**src/design/mofu_pkg.sv**
```systemverilog
// shared types and constants for the multiplicative order finder
package mofu_pkg;

  // operand width; arithmetic products need twice this width
  localparam int WIDTH = 32;
  // width of the external operand and order ports
  localparam int IO_W = 32;
  // divider step counter covers one step per dividend bit
  localparam int CNT_W = $clog2(2 * WIDTH);

  typedef logic [WIDTH-1:0]   word_t;
  typedef logic [2*WIDTH-1:0] dword_t;
  typedef logic [IO_W-1:0]    io_t;
  typedef logic [CNT_W-1:0]   cnt_t;

  typedef enum logic [1:0] {
    ST_FOUND       = 2'd0,
    ST_NOT_COPRIME = 2'd1,
    ST_INVALID     = 2'd2
  } status_t;

  typedef enum logic [4:0] {
    S_IDLE,
    S_RED,
    S_GCD,
    S_GCDW,
    S_TSQ,
    S_TCMP,
    S_TDIV,
    S_TPHD,
    S_TPHM,
    S_TPHU,
    S_TTAIL,
    S_TTLD,
    S_TTLM,
    S_TTLU,
    S_OINIT,
    S_OSQ,
    S_OCMP,
    S_ODIV,
    S_SBEG,
    S_SDIV,
    S_SEND,
    S_PCHK,
    S_PAM,
    S_PAD,
    S_PADW,
    S_PSM,
    S_PSD,
    S_PSDW
  } state_t;

  // request to the shared divider
  typedef struct packed {
    logic   start;
    dword_t dividend;
    word_t  divisor;
  } div_req_t;

  // divider result, held until the next request
  typedef struct packed {
    logic   done;
    dword_t quot;
    word_t  rem;
  } div_res_t;

endpackage

```
**src/design/mofu_div.sv**
```systemverilog
// restoring divider, one quotient bit per cycle, double-width dividend
module mofu_div (
  input  logic               clk,
  input  logic               rst,
  input  mofu_pkg::div_req_t req,
  output mofu_pkg::div_res_t res
);

  logic                          running;
  logic                          done;
  mofu_pkg::cnt_t                cnt;
  mofu_pkg::dword_t              work;
  mofu_pkg::dword_t              work_next;
  mofu_pkg::word_t               rem;
  mofu_pkg::word_t               rem_next;
  mofu_pkg::word_t               dsr;
  logic [mofu_pkg::WIDTH:0]      trial;
  logic [mofu_pkg::WIDTH:0]      diff;

  always_comb begin
    trial = {rem, work[2*mofu_pkg::WIDTH-1]};
    diff  = trial - {1'b0, dsr};
    if (trial >= {1'b0, dsr}) begin
      rem_next  = mofu_pkg::word_t'(diff);
      work_next = {work[2*mofu_pkg::WIDTH-2:0], 1'b1};
    end else begin
      rem_next  = mofu_pkg::word_t'(trial);
      work_next = {work[2*mofu_pkg::WIDTH-2:0], 1'b0};
    end
  end

  always_ff @(posedge clk) begin
    if (rst) begin
      running <= 1'b0;
      done    <= 1'b0;
    end else begin
      done <= 1'b0;
      if (req.start) begin
        running <= 1'b1;
        cnt     <= mofu_pkg::cnt_t'(2 * mofu_pkg::WIDTH - 1);
        work    <= req.dividend;
        rem     <= '0;
        dsr     <= req.divisor;
      end else if (running) begin
        work <= work_next;
        rem  <= rem_next;
        if (cnt == '0) begin
          running <= 1'b0;
          done    <= 1'b1;
        end else begin
          cnt <= cnt - mofu_pkg::cnt_t'(1);
        end
      end
    end
  end

  assign res.done = done;
  assign res.quot = work;
  assign res.rem  = rem;

endmodule

```
**src/design/multiplicative_order_finder_unit.sv**
```systemverilog
// multiplicative order finder: sequencer around one divider and one multiplier
//
//   channel   direction  signals                  transfer
//   command   in         start, modulus, base     start high while busy low
//   result    out        done, order, status      done high for one cycle
//
// operation: result the cycle after acceptance for modulus zero or one, else data
//   dependent; each modulo runs on the shared divider, totient and order search
//   trial-divide up to sqrt(n), and each strip test is up to 2*WIDTH
//   multiply-divide rounds
// reset: synchronous, clears the sequencer and the result strobe; no memory
// stalls: busy high from acceptance through the done cycle; no receiver stall
module multiplicative_order_finder_unit (
  input  logic          clk,
  input  logic          rst,
  input  logic          start,
  input  mofu_pkg::io_t modulus,
  input  mofu_pkg::io_t base,
  output logic          busy,
  output logic          done,
  output mofu_pkg::io_t order,
  output logic [1:0]    status
);

  mofu_pkg::state_t   state, state_next;

  // operands and working values of the search
  mofu_pkg::word_t    n, n_next;
  mofu_pkg::word_t    a, a_next;
  mofu_pkg::word_t    x, x_next;
  mofu_pkg::word_t    y, y_next;
  mofu_pkg::word_t    t, t_next;
  mofu_pkg::word_t    phi, phi_next;
  mofu_pkg::word_t    p, p_next;
  mofu_pkg::word_t    k, k_next;
  mofu_pkg::word_t    f, f_next;
  mofu_pkg::word_t    q, q_next;
  mofu_pkg::word_t    sf, sf_next;
  mofu_pkg::word_t    e, e_next;
  mofu_pkg::word_t    cand, cand_next;
  mofu_pkg::word_t    acc, acc_next;
  mofu_pkg::word_t    sq, sq_next;
  mofu_pkg::word_t    ma, ma_next;
  mofu_pkg::word_t    mb, mb_next;
  mofu_pkg::dword_t   prod;
  logic               hit, hit_next;
  logic               tail, tail_next;

  // result register
  logic               done_r, done_next;
  mofu_pkg::word_t    order_r, order_next;
  logic [1:0]         status_r, status_next;

  mofu_pkg::div_req_t div_req;
  mofu_pkg::div_res_t div_res;

  mofu_div u_div (
    .clk (clk),
    .rst (rst),
    .req (div_req),
    .res (div_res)
  );

  always_comb begin
    state_next  = state;
    n_next      = n;
    a_next      = a;
    x_next      = x;
    y_next      = y;
    t_next      = t;
    phi_next    = phi;
    p_next      = p;
    k_next      = k;
    f_next      = f;
    q_next      = q;
    sf_next     = sf;
    e_next      = e;
    cand_next   = cand;
    acc_next    = acc;
    sq_next     = sq;
    ma_next     = ma;
    mb_next     = mb;
    hit_next    = hit;
    tail_next   = tail;
    done_next   = 1'b0;
    order_next  = order_r;
    status_next = status_r;

    div_req.start    = 1'b0;
    div_req.dividend = '0;
    div_req.divisor  = n;

    case (state)
      mofu_pkg::S_IDLE: begin
        // no new transaction while the previous result is still strobed
        if (start && !busy) begin
          n_next = mofu_pkg::word_t'(modulus);
          a_next = mofu_pkg::word_t'(base);
          if (mofu_pkg::word_t'(modulus) == '0) begin
            done_next   = 1'b1;
            order_next  = '0;
            status_next = mofu_pkg::ST_INVALID;
          end else if (mofu_pkg::word_t'(modulus) == mofu_pkg::word_t'(1)) begin
            // every base is a unit modulo one
            done_next   = 1'b1;
            order_next  = mofu_pkg::word_t'(1);
            status_next = mofu_pkg::ST_FOUND;
          end else begin
            // reduce the base modulo n
            div_req.start    = 1'b1;
            div_req.dividend = mofu_pkg::dword_t'(mofu_pkg::word_t'(base));
            div_req.divisor  = mofu_pkg::word_t'(modulus);
            state_next       = mofu_pkg::S_RED;
          end
        end
      end

      mofu_pkg::S_RED: begin
        if (div_res.done) begin
          a_next     = div_res.rem;
          x_next     = n;
          y_next     = div_res.rem;
          state_next = mofu_pkg::S_GCD;
        end
      end

      // euclid: x, y <- y, x mod y
      mofu_pkg::S_GCD: begin
        if (y == '0) begin
          if (x == mofu_pkg::word_t'(1)) begin
            t_next     = n;
            phi_next   = n;
            p_next     = mofu_pkg::word_t'(2);
            ma_next    = mofu_pkg::word_t'(2);
            mb_next    = mofu_pkg::word_t'(2);
            state_next = mofu_pkg::S_TSQ;
          end else begin
            done_next   = 1'b1;
            order_next  = '0;
            status_next = mofu_pkg::ST_NOT_COPRIME;
            state_next  = mofu_pkg::S_IDLE;
          end
        end else begin
          div_req.start    = 1'b1;
          div_req.dividend = mofu_pkg::dword_t'(x);
          div_req.divisor  = y;
          state_next       = mofu_pkg::S_GCDW;
        end
      end

      mofu_pkg::S_GCDW: begin
        if (div_res.done) begin
          x_next     = y;
          y_next     = div_res.rem;
          state_next = mofu_pkg::S_GCD;
        end
      end

      // totient by trial division, p*p formed in the multiplier
      mofu_pkg::S_TSQ: state_next = mofu_pkg::S_TCMP;

      mofu_pkg::S_TCMP: begin
        if (prod > mofu_pkg::dword_t'(t)) begin
          state_next = mofu_pkg::S_TTAIL;
        end else begin
          hit_next         = 1'b0;
          div_req.start    = 1'b1;
          div_req.dividend = mofu_pkg::dword_t'(t);
          div_req.divisor  = p;
          state_next       = mofu_pkg::S_TDIV;
        end
      end

      mofu_pkg::S_TDIV: begin
        if (div_res.done) begin
          if (div_res.rem == '0) begin
            t_next = mofu_pkg::word_t'(div_res.quot);
            if (!hit) begin
              // first hit on this prime: phi = phi / p * (p - 1)
              hit_next         = 1'b1;
              div_req.start    = 1'b1;
              div_req.dividend = mofu_pkg::dword_t'(phi);
              div_req.divisor  = p;
              state_next       = mofu_pkg::S_TPHD;
            end else begin
              div_req.start    = 1'b1;
              div_req.dividend = div_res.quot;
              div_req.divisor  = p;
            end
          end else begin
            p_next     = p + mofu_pkg::word_t'(1);
            ma_next    = p + mofu_pkg::word_t'(1);
            mb_next    = p + mofu_pkg::word_t'(1);
            state_next = mofu_pkg::S_TSQ;
          end
        end
      end

      mofu_pkg::S_TPHD: begin
        if (div_res.done) begin
          ma_next    = mofu_pkg::word_t'(div_res.quot);
          mb_next    = p - mofu_pkg::word_t'(1);
          state_next = mofu_pkg::S_TPHM;
        end
      end

      mofu_pkg::S_TPHM: state_next = mofu_pkg::S_TPHU;

      mofu_pkg::S_TPHU: begin
        phi_next         = mofu_pkg::word_t'(prod);
        div_req.start    = 1'b1;
        div_req.dividend = mofu_pkg::dword_t'(t);
        div_req.divisor  = p;
        state_next       = mofu_pkg::S_TDIV;
      end

      // leftover prime factor of n
      mofu_pkg::S_TTAIL: begin
        if (t > mofu_pkg::word_t'(1)) begin
          div_req.start    = 1'b1;
          div_req.dividend = mofu_pkg::dword_t'(phi);
          div_req.divisor  = t;
          state_next       = mofu_pkg::S_TTLD;
        end else begin
          state_next = mofu_pkg::S_OINIT;
        end
      end

      mofu_pkg::S_TTLD: begin
        if (div_res.done) begin
          ma_next    = mofu_pkg::word_t'(div_res.quot);
          mb_next    = t - mofu_pkg::word_t'(1);
          state_next = mofu_pkg::S_TTLM;
        end
      end

      mofu_pkg::S_TTLM: state_next = mofu_pkg::S_TTLU;

      mofu_pkg::S_TTLU: begin
        phi_next   = mofu_pkg::word_t'(prod);
        state_next = mofu_pkg::S_OINIT;
      end

      // order search: k starts at phi, strip each prime factor q of phi
      mofu_pkg::S_OINIT: begin
        k_next     = phi;
        f_next     = phi;
        q_next     = mofu_pkg::word_t'(2);
        ma_next    = mofu_pkg::word_t'(2);
        mb_next    = mofu_pkg::word_t'(2);
        state_next = mofu_pkg::S_OSQ;
      end

      mofu_pkg::S_OSQ: state_next = mofu_pkg::S_OCMP;

      mofu_pkg::S_OCMP: begin
        if (prod > mofu_pkg::dword_t'(f)) begin
          if (f > mofu_pkg::word_t'(1)) begin
            sf_next    = f;
            tail_next  = 1'b1;
            state_next = mofu_pkg::S_SBEG;
          end else begin
            done_next   = 1'b1;
            order_next  = k;
            status_next = mofu_pkg::ST_FOUND;
            state_next  = mofu_pkg::S_IDLE;
          end
        end else begin
          hit_next         = 1'b0;
          div_req.start    = 1'b1;
          div_req.dividend = mofu_pkg::dword_t'(f);
          div_req.divisor  = q;
          state_next       = mofu_pkg::S_ODIV;
        end
      end

      mofu_pkg::S_ODIV: begin
        if (div_res.done) begin
          if (div_res.rem == '0) begin
            f_next           = mofu_pkg::word_t'(div_res.quot);
            hit_next         = 1'b1;
            div_req.start    = 1'b1;
            div_req.dividend = div_res.quot;
            div_req.divisor  = q;
          end else if (hit) begin
            sf_next    = q;
            tail_next  = 1'b0;
            state_next = mofu_pkg::S_SBEG;
          end else begin
            q_next     = q + mofu_pkg::word_t'(1);
            ma_next    = q + mofu_pkg::word_t'(1);
            mb_next    = q + mofu_pkg::word_t'(1);
            state_next = mofu_pkg::S_OSQ;
          end
        end
      end

      // strip one factor sf from k while a^(k/sf) mod n stays one
      mofu_pkg::S_SBEG: begin
        div_req.start    = 1'b1;
        div_req.dividend = mofu_pkg::dword_t'(k);
        div_req.divisor  = sf;
        state_next       = mofu_pkg::S_SDIV;
      end

      mofu_pkg::S_SDIV: begin
        if (div_res.done) begin
          if (div_res.rem != '0) begin
            state_next = mofu_pkg::S_SEND;
          end else begin
            cand_next  = mofu_pkg::word_t'(div_res.quot);
            e_next     = mofu_pkg::word_t'(div_res.quot);
            acc_next   = mofu_pkg::word_t'(1);
            sq_next    = a;
            state_next = mofu_pkg::S_PCHK;
          end
        end
      end

      mofu_pkg::S_SEND: begin
        if (tail) begin
          done_next   = 1'b1;
          order_next  = k;
          status_next = mofu_pkg::ST_FOUND;
          state_next  = mofu_pkg::S_IDLE;
        end else begin
          q_next     = q + mofu_pkg::word_t'(1);
          ma_next    = q + mofu_pkg::word_t'(1);
          mb_next    = q + mofu_pkg::word_t'(1);
          state_next = mofu_pkg::S_OSQ;
        end
      end

      // square-and-multiply, lsb first
      mofu_pkg::S_PCHK: begin
        if (e == '0) begin
          if (acc == mofu_pkg::word_t'(1)) begin
            k_next     = cand;
            state_next = mofu_pkg::S_SBEG;
          end else begin
            state_next = mofu_pkg::S_SEND;
          end
        end else if (e[0]) begin
          ma_next    = acc;
          mb_next    = sq;
          state_next = mofu_pkg::S_PAM;
        end else begin
          ma_next    = sq;
          mb_next    = sq;
          state_next = mofu_pkg::S_PSM;
        end
      end

      mofu_pkg::S_PAM: state_next = mofu_pkg::S_PAD;

      mofu_pkg::S_PAD: begin
        div_req.start    = 1'b1;
        div_req.dividend = prod;
        div_req.divisor  = n;
        state_next       = mofu_pkg::S_PADW;
      end

      mofu_pkg::S_PADW: begin
        if (div_res.done) begin
          acc_next   = div_res.rem;
          ma_next    = sq;
          mb_next    = sq;
          state_next = mofu_pkg::S_PSM;
        end
      end

      mofu_pkg::S_PSM: state_next = mofu_pkg::S_PSD;

      mofu_pkg::S_PSD: begin
        div_req.start    = 1'b1;
        div_req.dividend = prod;
        div_req.divisor  = n;
        state_next       = mofu_pkg::S_PSDW;
      end

      mofu_pkg::S_PSDW: begin
        if (div_res.done) begin
          sq_next    = div_res.rem;
          e_next     = e >> 1;
          state_next = mofu_pkg::S_PCHK;
        end
      end

      default: state_next = mofu_pkg::S_IDLE;
    endcase
  end

  // control state
  always_ff @(posedge clk) begin
    if (rst) begin
      state  <= mofu_pkg::S_IDLE;
      done_r <= 1'b0;
      hit    <= 1'b0;
      tail   <= 1'b0;
    end else begin
      state  <= state_next;
      done_r <= done_next;
      hit    <= hit_next;
      tail   <= tail_next;
    end
  end

  // datapath registers, shared multiplier with registered product
  always_ff @(posedge clk) begin
    n        <= n_next;
    a        <= a_next;
    x        <= x_next;
    y        <= y_next;
    t        <= t_next;
    phi      <= phi_next;
    p        <= p_next;
    k        <= k_next;
    f        <= f_next;
    q        <= q_next;
    sf       <= sf_next;
    e        <= e_next;
    cand     <= cand_next;
    acc      <= acc_next;
    sq       <= sq_next;
    ma       <= ma_next;
    mb       <= mb_next;
    prod     <= mofu_pkg::dword_t'(ma) * mofu_pkg::dword_t'(mb);
    order_r  <= order_next;
    status_r <= status_next;
  end

  assign busy   = (state != mofu_pkg::S_IDLE) || done_r;
  assign done   = done_r;
  assign order  = mofu_pkg::io_t'(order_r);
  assign status = status_r;

endmodule

```
**config.mk**
```make
export PLATFORM = sky130hd
export DESIGN_NAME = multiplicative_order_finder_unit
export DESIGN_NICKNAME = d
export VERILOG_FILES = /design/src/design/mofu_pkg.sv /design/src/design/mofu_div.sv /design/src/design/multiplicative_order_finder_unit.sv
export SDC_FILE = /design/constraint.sdc
export NUM_CORES = 2
export LEC_CHECK = 0
export ABC_AREA = 1
export BUFFER_PORTS_ARGS = -buffer_cell sky130_fd_sc_hd__buf_2
export CAP_MARGIN = 30
export CORE_MARGIN = 1.5
export CORE_UTILIZATION = 55
export DETAILED_ROUTE_END_ITERATION = 10
export PLACE_DENSITY = 0.71
export SKIP_LAST_GASP = 1
export SYNTH_ARGS = -nofsm -noshare
export SYNTH_HDL_FRONTEND = slang
export SYNTH_HIERARCHICAL = 1
export SYNTH_SLANG_ARGS = --single-unit
```
**constraint.sdc**
```tcl
create_clock -name clk -period 23 [get_ports clk]
set_input_delay 4.6 -clock clk [delete_from_list [all_inputs] [get_ports clk]]
set_output_delay 4.6 -clock clk [all_outputs]
set_load 0.05 [all_outputs]
```
==> reports/qor.txt <==
Final Hold Vio Count = 0
Share of cells above drive strength 1 = 5.58%
Worst path bufs/invs = 3
CTS sink cnt = 786
H-tree depth = 3
Hpwl dp = 272000 um
Most frequent cell after synthesis = nand2_1
Gp weighted congestion = 1.13
WHS = 485 ps
Clock root cell = clkbuf_16
DRT iter0 DRCs = 10400
Mapped Cells = 10100
Clock transition at the registers of the reported paths = 60 ps
Final setup violation count = 0
Tightest Hold Check Type = register to register
Critical Path, Cell by Cell = buf_2 > nor2_1 > nand2_1 > nor2_1 > nand4_1 > nand2_4 > nand3_1 > nor3_1 > nand4_1 > clkinv_2 > a21oi_4 > buf_4 > o21a_1
Global Route Usage Sum = 48.6%
Post-synth cell types = 67
Final period demand of the worst path = 8050 ps
Clock skew = 52.4 ps
Buffers on Ports = 102
CTS Buffer Depth = 3
Status = complete, no violations
Final WL = 356000 um
Post-synth EDFFs = 712
Setup TNS = 0 ps
Final ANT Viol Nets = 0
First-pass GRT wire length = 506000 um
Critical Path Slowest Stage Cell = buf_4
Vias in the first global route = 72100
Synthesized area = 0.0799 mm^2
Die X = 384 um
DIE AREA = 0.148 mm^2
Synthesis Warnings = 6
Primary FF master, synth = edfxtp_1
GRT Max-Usage Layer = met2
Top cell type's share of synthesized area = 26.8%
Site row count = 139
Initial DRT Pass Iterations = 8
Synthesized flop and latch total = 786
Met2 Use GR = 73.0%
Grt ovf = 0
Main area contributors after synthesis = edfxtp_1 (27%), fa_1 (22%), nand2_1 (13%)
Post-route DRC = 0
Seq. cell area = 0.0229 mm^2
CP required = 23420 ps
# resized after CTS = 0
Delay-heaviest family, CP = simple AND/OR/NAND/NOR gates
Crit start category = input port
Initial antenna violation count = 51
Met3 Use GR = 15.8%
CP Max Fanout = 47
Multi-input logic area = 0.0467 mm^2
Post-synth top area cell = edfxtp_1
Die height = 384 um
Via count = 73700
Starting Density = 55.5%
MaxCap Viol Count = 0
Slew headroom = 30.6%
Crit. End Element = register
CTS tree = yes
Post-CTS setup buffers = 0
Hold_buf cts = 0
Area Growth Syn to Fin = 7.07%
Largest regs = prod: 64 flops, u_div/work: 64 flops
Synth cell count leaders = nand2_1 (2720), inv_1 (2271), fa_1 (897)
Worst path arrival time = 8480 ps
Fin crit share = 35.0%
RSZ-0062 raised after global routing = no
Nets = 11400
Max incr delay on CP = 700 ps
WS Path Type = input port to register
Routed vias/inst = 6.11
GR Util met1 = 56.9%
Fmax = 0.124 GHz
Worst slew pin tran = 1030 ps
Fill cell count = 12900
Top Ports = 103
Register area share after synthesis = 28.6%
Fin. max-slew vios = 0
Post-synth ARST share = 0%
Largest net degree at the start of global routing = 69
Post-synthesis area per instance = 7.90 um^2
Worst-skew pair later-pin latency = 770 ps
Avg WL per Cell = 29.5 um
Core area = 0.144 mm^2
Number of buffers created by CTS = 87
Synth Net Count = 11400
==> worst register-to-register path, stage by stage, from the launching register on <==
cell and delay [ps]:
edfxtp_1 860, buf_4 430, nand2_1 90, inv_1 80, fa_1 440, fa_1 530
inv_1 60, fa_1 450, fa_1 520, inv_1 60, fa_1 570, fa_1 440
fa_1 560, fa_1 570, ha_1 530, nand2_1 140, o21ai_0 280, a21oi_1 130
o21ai_0 590, inv_1 110, nand2_1 140, a21oi_1 90, nand2_1 70, nand2_1 50
==> through the flow <==
stage / utilization, % / setup slack [ps] / cell area [um^2] / instances
global route: 59.4 / 14830 / 85400 / 12000
floorplan: - / 11700 / 79900 / 10100
detailed placement: 57.3 / 14370 / 82400 / 11900
finish: 59.5 / 14950 / 85500 / 12100
global placement: 57.2 / 14550 / 82300 / 11800
CTS: 59.3 / 15110 / 85300 / 12000
==> final timing paths <==
check,start,end,slack [ps],depth (start not counted)
hold / removal,tail,tail,480,2
setup reg to reg,mb[16],prod[51],15140,23
hold reg to reg,tail,tail,480,2
setup / recovery,modulus[22],u_div/cnt[1],14950,13
==> layout by cell type (no fill, tap or decap), types with 60 or more instances in the layout <==
| cell | Yosys | final |
|---|---|---|
| a21oi_1 | 296 | 294 |
| buf_4 | 16 | 146 |
| clkbuf_16 | 0 | 87 |
| ha_1 | 366 | 366 |
| nor2_1 | 703 | 695 |
| buf_2 | 72 | 102 |
| dfxtp_1 | 74 | 73 |
| edfxtp_1 | 712 | 712 |
| nand2_1 | 2720 | 2714 |
| nand3_1 | 337 | 337 |
| xor2_1 | 62 | 62 |
| nor3_1 | 82 | 81 |
| nand4_1 | 131 | 131 |
| o22ai_1 | 60 | 60 |
| o21ai_0 | 503 | 502 |
| inv_1 | 2271 | 2267 |
| fa_1 | 897 | 897 |
==> layer usage <==
metal  up-vias  wire, um  share of wire (%)
li1      31000         -                  -
met1     35300    119000                 34
met2      5717    154000                 43
met3      1635     46200                 13
met4        32     36200                 10
met5         -       286              0.080
==> final cells by class <==
class	instances	area share, %
flip-flops and latches	786	26.7
clock inverters	58	0.778
clock buffers	103	2.66
diodes	39	0.114
repair buffers	258	2.14
multi-input cells	6593	54.6
inverters	2315	10.2
well taps	1903	2.78
==> cells by family after synthesis <==
family,count (synthesis),share of synthesized area [%]
and+or+nand+nor,4142,21.3
buffers and inverters,2733,13.1
adders and majority gates,1263,28.2
AOI/OAI and AO/OA,1087,7.60
DFF,786,28.6
xor gates and xnor gates,87,0.954
muxes,14,0.197
Power is not shown: default switching activity piles up to over one toggle a cycle in this logic, so the estimate is an artifact.
